**src/sv/eisu_pkg.sv**
```systemverilog
`timescale 1ns / 1ps
// Package for the semi-implicit species update block.
// Holds the word types, command and status structs and constants; no dependencies.
package eisu_pkg;

  localparam int unsigned DataW = 64;
  localparam int unsigned CfgW  = 32;
  localparam int unsigned AccW  = 2 * DataW;

  localparam logic [DataW-1:0] AllOnes    = '1;
  localparam logic [DataW-1:0] OneQ40     = 64'h0000_0100_0000_0000;
  localparam logic [DataW-1:0] RhoRepMin  = 64'd110;
  localparam logic [CfgW-1:0]  CTauReset  = 32'd1677722;

  typedef struct packed {
    logic [DataW-1:0] density_in;
    logic signed [DataW-1:0] net_rate;
    logic [DataW-1:0] sub_step;
    logic             last_species;
  } in_word_t;

  typedef struct packed {
    logic [DataW-1:0] density_out;
    logic [DataW-1:0] next_step;
    logic             last_out;
  } out_word_t;

  typedef enum logic [1:0] {
    PH_TAU = 2'd0,
    PH_Q   = 2'd1,
    PH_N   = 2'd2
  } phase_e;

  typedef struct packed {
    logic       load;
    logic       mul_en;
    logic [1:0] mul_idx;
    logic       div_load;
    logic       div_step;
    phase_e     phase;
    logic       post;
    logic       out_load;
  } eisu_cmd_t;

  typedef struct packed {
    logic rate_zero;
  } eisu_status_t;

endpackage

```
**src/sv/eisu_ctrl.sv**
```systemverilog
`timescale 1ns / 1ps
// Controller state machine: sequences multiply and divide passes and the handshakes.
// Depends on eisu_pkg.
module eisu_ctrl import eisu_pkg::*; (
  input  logic         clk_i,
  input  logic         rst_ni,
  input  logic         in_valid_i,
  output logic         in_ready_o,
  output logic         out_valid_o,
  input  logic         out_ready_i,
  input  eisu_status_t status_i,
  output eisu_cmd_t    cmd_o
);

  typedef enum logic [5:0] {
    S_IDLE  = 6'b000001,
    S_MUL   = 6'b000010,
    S_DLOAD = 6'b000100,
    S_DIV   = 6'b001000,
    S_POST  = 6'b010000,
    S_OUT   = 6'b100000
  } state_e;

  state_e     state_q, state_d;
  phase_e     phase_q, phase_d;
  logic [1:0] mcnt_q, mcnt_d;
  logic [5:0] dcnt_q, dcnt_d;
  logic       ovld_q, ovld_d;
  logic       in_acc;

  assign in_ready_o  = (state_q == S_IDLE);
  assign out_valid_o = ovld_q;
  assign in_acc      = in_valid_i && in_ready_o;

  always_comb begin
    state_d = state_q;
    phase_d = phase_q;
    mcnt_d  = mcnt_q;
    dcnt_d  = dcnt_q;
    ovld_d  = ovld_q && !out_ready_i;
    cmd_o          = '0;
    cmd_o.phase    = phase_q;
    cmd_o.mul_idx  = mcnt_q;
    cmd_o.load     = in_acc;
    unique case (state_q)
      S_IDLE: begin
        if (in_valid_i) begin
          state_d = S_MUL;
          mcnt_d  = '0;
          phase_d = PH_TAU;
        end
      end
      S_MUL: begin
        if (phase_q == PH_TAU && status_i.rate_zero) begin
          phase_d = PH_Q;
        end else begin
          cmd_o.mul_en = 1'b1;
          mcnt_d       = mcnt_q + 2'd1;
          if (mcnt_q == 2'd3) begin
            state_d = S_DLOAD;
          end
        end
      end
      S_DLOAD: begin
        cmd_o.div_load = 1'b1;
        dcnt_d         = '0;
        state_d        = S_DIV;
      end
      S_DIV: begin
        cmd_o.div_step = 1'b1;
        dcnt_d         = dcnt_q + 6'd1;
        if (dcnt_q == 6'd63) begin
          state_d = S_POST;
        end
      end
      S_POST: begin
        cmd_o.post = 1'b1;
        mcnt_d     = '0;
        unique case (phase_q)
          PH_TAU: begin
            phase_d = PH_Q;
            state_d = S_MUL;
          end
          PH_Q: begin
            phase_d = PH_N;
            state_d = S_MUL;
          end
          default: state_d = S_OUT;
        endcase
      end
      S_OUT: begin
        if (!ovld_q || out_ready_i) begin
          cmd_o.out_load = 1'b1;
          ovld_d         = 1'b1;
          state_d        = S_IDLE;
        end
      end
      default: state_d = S_IDLE;
    endcase
  end

  always_ff @(posedge clk_i or negedge rst_ni) begin
    if (!rst_ni) begin
      state_q <= S_IDLE;
      phase_q <= PH_TAU;
      mcnt_q  <= '0;
      dcnt_q  <= '0;
      ovld_q  <= 1'b0;
    end else begin
      state_q <= state_d;
      phase_q <= phase_d;
      mcnt_q  <= mcnt_d;
      dcnt_q  <= dcnt_d;
      ovld_q  <= ovld_d;
    end
  end

endmodule

```
**config.mk**
```make
export PLATFORM = sky130hd
export DESIGN_NAME = eisu_ctrl
export DESIGN_NICKNAME = d
export VERILOG_FILES = /design/src/sv/eisu_pkg.sv /design/src/sv/eisu_ctrl.sv
export SDC_FILE = /design/constraint.sdc
export NUM_CORES = 1
export LEC_CHECK = 0
export ABC_AREA = 1
export BUFFER_PORTS_ARGS = -buffer_cell sky130_fd_sc_hd__buf_2
export CAP_MARGIN = 20
export CORE_MARGIN = 5
export CORE_UTILIZATION = 54
export CTS_CLUSTER_DIAMETER = 40
export DETAILED_ROUTE_END_ITERATION = 8
export PLACE_DENSITY = 0.73
export SYNTH_ARGS = -nofsm -noshare
export SYNTH_HDL_FRONTEND = slang
export SYNTH_SLANG_ARGS = --single-unit
```
**constraint.sdc**
```tcl
create_clock -name clk_i -period 1.5 [get_ports clk_i]
set_input_delay 0.3 -clock clk_i [delete_from_list [all_inputs] [get_ports clk_i]]
set_output_delay 0.3 -clock clk_i [all_outputs]
set_load 0.05 [all_outputs]
```
# --- Word level (Yosys, flattened, before mapping) ---
# Index checks and enable logic that the tools add are counted.
op_classes:
  n_addsub: 2
  n_mul: 0
  div: 0
  magnitude_cmp: 0
  eq_ne: 16
  n_shift: 0
  n_mux: 23
  n_bitwise: 0
  reduce_logical: 13
ops:
  columns: ["op", "count"]
  rows:
  - ["6-bit 2-to-1 mux", 6]
  - ["6-bit case mux with 6 select lines", 1]
  - ["6-bit equality test (second input constant)", 2]
  - ["2-bit != test (second input constant)", 6]
  - ["2-bit case mux with 3 select lines", 2]
  - ["6-bit case mux with 2 select lines", 1]
  - ["1-bit 2-to-1 mux", 9]
  - ["6-bit by 1-bit adder with 6-bit output (second input constant)", 1]
  - ["6-bit by 1-bit equality test with 1-bit output (second input constant)", 1]
  - ["6-bit by 2-bit equality test with 1-bit output (second input constant)", 1]
  - ["6-bit by 3-bit equality test with 1-bit output (second input constant)", 1]
  - ["6-bit by 4-bit equality test with 1-bit output (second input constant)", 1]
  - ["6-bit by 5-bit equality test with 1-bit output (second input constant)", 1]
  - ["2-bit 2-to-1 mux", 3]
  - ["5-bit AND reduction", 1]
  - ["2-bit case mux with 2 select lines", 1]
  - ["4-bit AND reduction", 1]
  - ["1-bit logical AND", 3]
  - ["3-bit by 2-bit != test with 1-bit output (second input constant)", 1]
  - ["3-bit AND reduction", 1]
  - ["3-bit nonzero test", 1]
  - ["2-bit by 1-bit adder with 2-bit output (second input constant)", 1]
  - ["2-bit by 1-bit equality test with 1-bit output (second input constant)", 1]
  - ["2-bit equality test (second input constant)", 1]
  - ["other kinds (5)", 6]
totals:
  ff_bits: 17
  latch_bits: 0
  mem_bits_rw: 0
  rom_bits: 0
  in_bits: 5
  out_inout_bits: 12
  word_cells: 59
  mem_count: 0

# --- Longest topological paths before layout ---
logic_depth:
  depth_word: 4
  ltp_mapped: 8

# --- Worst setup path after synthesis ---
# No wires, ideal clock.
synth_timing:
  path_type: "register to register"
  from: "register state_q[1]"
  to: "register state_q[4]"
  setup_time_ns: 0.122
  arrival_time_ns: 1.778
  slack_ns: -0.400
  stages_incl_launch_ff: 7
  period_less_slack_ns: 1.900
  path_cell_list: "dfrtp_1 > nor2_4 > nand2_1 > nor2_1 > nand2_1 > nand3_1 > nor2_1"
synth_between:
  elab_chain_len: 3
synth_rtl:
  columns: ["item", "line", "source"]
  rows:
  - ["start, declared", "eisu_ctrl.sv:24", "state_e state_q, state_d;"]
  - ["start signal, assigned", "eisu_ctrl.sv:110", "state_q <= state_d;"]
  - ["6-bit equality test, or another cell as far along", "eisu_ctrl.sv:45", "unique case (state_q)"]
  - ["2-bit != test (no line)", null, null]
  - ["5-bit AND reduction (no line)", null, null]
# Several ways; a longest one is shown, not always the timed one.
# A chain may end at the register's enable or synchronous reset.

==> run summary <==
The run finished, with violations left. The checks that failed: negative setup slack. The core occupancy in the finished layout came out at 0.814. The share of synthesized area spent on multiplexers was 0; the die outline area was 2840 um2.

The signal on the critical path passes through inv_2 -> nor2_4 -> nand3_4 -> nor2_2 -> buf_6. The logs give 0.29 ns for the clock latency at the later pin of the worst-skew pair and 0 for the remaining antenna violation count. Detailed placement finished with a half-perimeter wire length of 1.70 mm. The final count of pins violating max slew is 0.

Main combinational cell family by area after synthesis: simple AND/OR/NAND/NOR gates. The worst relative slew slack came out at 0.742. Across the run, the number of max-cap violations was 0. Clock tree synthesis inserted a total of 3 buffers. The tools report the number of antenna violations at the first check in global routing as 0. The min-delay analysis places its worst path in the category input pin to flop.

Leaving out filler cells and counting taps, the final layout contains 198. For the worst endpoint data arrival time, the log shows 1.43 ns. After detailed placement, the total cell area comes to 1200 um2. The data required time at the worst endpoint came out at 1.20 ns.

The compound-cell area share of the yosys netlist was 0.0681; the unique cell type count in the Yosys netlist was 22. The synthesized area per cell came out at 7.49 um2. The clock passes through at most 2 buffers. The synthesized cell area came out at 1010 um2.

After floorplanning, the core was sized to cover 1750 um2. Setup repair after global routing could not meet its margin everywhere. For the fraction of the yosys area taken by sequential cells, the log shows 0.422. The relative area change from synthesis to final layout came out at 40.6%. The period utilization was 1.15; the clock skew was 0.00197 ns. During I/O placement, the number of pins put on the boundary was 17.

The effective utilization at floorplan was 0.579. Subtracting the final worst setup slack from the clock period gives 1.73 ns. The startpoint kind of the worst setup timing path was a flop. The layout has 115 filler cells. After layout, the design draws a total of 2.58 mW. The root buffer cell chosen for the clock tree is sky130_fd_sc_hd__clkbuf_4. The tools report the sum of negative setup slack as -1.33 ns. Most frequent standard cell in the layout excluding fill and tap cells: sky130_fd_sc_hd__nand2_1. Number of clock sinks: 17. The via density per instance came out at 5.02.

The count of yosys warnings during synthesis is 0, and the average detailed-routed wire length per instance is 12.5 um. The run gives 181 as the layout net count. Simple-gate portion of the synthesized area: 0.402.

The logs give 1420 um2 for the design area and 4 for the number of detailed-routing iterations run before antenna repair. Post-synthesis sequential element count: 17. The slowest cell on the critical path was sky130_fd_sc_hd__dfstp_2. The depth of the CTS H-tree is 1, and the total inserted antenna cells is 0.

The critical path in this run is classified as flop to output pin. The run gives 0.285 ns as the final hold slack. The total overflow left after global routing is 0. The clock transition at the registers of the reported paths is 0.09 ns, and the maximum achievable frequency is 579 MHz. In the synthesized netlist, the number of instances is 135. Counting tap cells, the placed design contains a total of 184 instances.

The largest single stage delay on the critical path is 0.59 ns. Routability-driven placement finished with a final weighted congestion of 0.844. Die boundary width: 53.3 um.

STA classifies the critical path endpoint as an output pin. VDD sags by at most 0.00157 V. The register-to-register setup slack is -0.04 ns, and the total global-route track usage is 0.198.

Buffers placed on the I/O ports in this run total 16. In the routed design, unresolved DRC markers number 0. The arithmetic-cell share of the synthesized area counting full adders, half adders and majority gates works out to 0.0248.

Post-synthesis share of cell area spent on xor and xnor gates: 0. In this run the static leakage power is 0.774 nW. The number of DRC markers in iteration 0 is 39. Timing analysis after detailed placement gives a worst setup slack of 0.0361 ns. The tools report the floorplan row count as 15. Of all nets on the critical path, the largest fanout is 3. The total count of hold-check failures in the final report is 0, and the actual transition at the worst max-transition pin is 0.388 ns. The share of layout cells above drive strength 1 is 0.399.

The logs give 4.05 mm for the global-route wire length before repair and 577 um2 for the footprint of the multi-input gates. In this run the vertical extent of the chip is 53.3 um. The tools report the number of global-route vias before repair as 920. The run gives -0.227 ns as the worst path setup slack after routing. TritonCTS built the clock tree. Setup violations remaining at the end of the flow were counted as 10.

In the layout the commonest cells are 34 x sky130_fd_sc_hd__nand2_1, 18 x sky130_fd_sc_hd__buf_4, 15 x sky130_fd_sc_hd__inv_1, 14 x sky130_fd_sc_hd__nor2_1, 14 x sky130_fd_sc_hd__dfrtp_1. The sequential cell area in the final layout was 429 um2. The count of vias placed by the detailed router was 994; the detailed-route wire length was 2.48 mm. Entering global routing, the biggest net connects 18 pins. For this design the ratio of total power to cell area is 1810 nW/um2.

The synthesized net count came out at 142.
what timing repair did:
action / CTS / global route
pin swaps: 4 / 2
setup endpoints to repair: 7 / 19
hold endpoints to repair: 16 / 0
gates resized for setup: 21 / 13
hold buffers: 1 / 0
setup buffers: 6 / 4
routing by layer:
metal	wire length, um	GRT usage	vias to the layer above
li1	-	-	501
met1	1170	0.267	464
met2	1180	0.298	25
met3	94	0.0366	4
met4	32	0.0979	0
met5	0	0	-
layout make-up:
| type | count | area share |
|---|---|---|
| Timing Repair Buffer | 35 | 0.197 |
| Clock buffer | 4 | 0.0185 |
| Sequential cell | 17 | 0.302 |
| Inverter | 20 | 0.0546 |
| Multi-Input combinational cell | 97 | 0.406 |
| Tap cell | 25 | 0.0220 |
Yosys cell counts:
cell type / count / area, um2
sky130_fd_sc_hd__nand2_4: 1 / 11.3
sky130_fd_sc_hd__nand4_1: 5 / 31.3
sky130_fd_sc_hd__o21ai_0: 4 / 20.0
sky130_fd_sc_hd__o21ai_1: 2 / 10.0
sky130_fd_sc_hd__nor2_1: 20 / 75.1
sky130_fd_sc_hd__nand2_2: 1 / 6.26
sky130_fd_sc_hd__nor2_4: 3 / 33.8
sky130_fd_sc_hd__nand3_2: 3 / 30.0
sky130_fd_sc_hd__o21ai_2: 1 / 8.76
sky130_fd_sc_hd__clkinv_2: 1 / 5.00
sky130_fd_sc_hd__o21bai_1: 2 / 15.0
sky130_fd_sc_hd__nand2_1: 35 / 131
sky130_fd_sc_hd__inv_1: 18 / 67.6
sky130_fd_sc_hd__inv_2: 1 / 3.75
sky130_fd_sc_hd__dfrtp_1: 16 / 400
sky130_fd_sc_hd__ha_1: 2 / 25.0
sky130_fd_sc_hd__dfstp_2: 1 / 26.3
sky130_fd_sc_hd__nor2_2: 4 / 25.0
sky130_fd_sc_hd__buf_4: 1 / 7.51
sky130_fd_sc_hd__nand3_1: 10 / 50.1
sky130_fd_sc_hd__nand4_2: 1 / 12.5
sky130_fd_sc_hd__a21oi_1: 3 / 15.0
path summary, 6_finish.rpt:
check | depth (start not counted) | to | startpoint
setup / recovery | 5 | cmd_o[9] | state_q[0]$_DFFE_PN1P_
hold / removal | 4 | out_valid_o$_DFF_PN0_ | out_ready_i
setup reg to reg | 9 | phase_q[0]$_DFFE_PN0P_ | state_q[0]$_DFFE_PN1P_
hold reg to reg | 1 | dcnt_q[5]$_DFFE_PN0P_ | dcnt_q[5]$_DFFE_PN0P_
max in group asynchronous | 2 | state_q[0]$_DFFE_PN1P_ | rst_ni
min in group asynchronous | 2 | dcnt_q[3]$_DFFE_PN0P_ | rst_ni
worst max-delay path: cells and delay by family (launching register included):
family	cells	cell delay, ns
buf+inv	2	0.23
flops	1	0.59
simple gates	3	0.33
where the power goes:
group	internal, mW	switching, mW	total, mW
registers	0.570	0.112	0.682
logic	0.666	0.984	1.65
clock network	0.104	0.143	0.246
total	1.34	1.24	2.58
kinds of logic after synthesis:
| family | after synthesis |
|---|---|
| DFF | 17 |
| adders and majority gates | 2 |
| buffers and inverters | 21 |
| AOI/OAI and AO/OA | 12 |
| and+or+nand+nor | 83 |
flip-flops by register name, summed over array words and instances, names as in the netlist:
name	cells
phase_q	2
dcnt_q	6
state_q	6
out_valid_o	1
mcnt_q	2
Power figures use the tool's default switching activity.
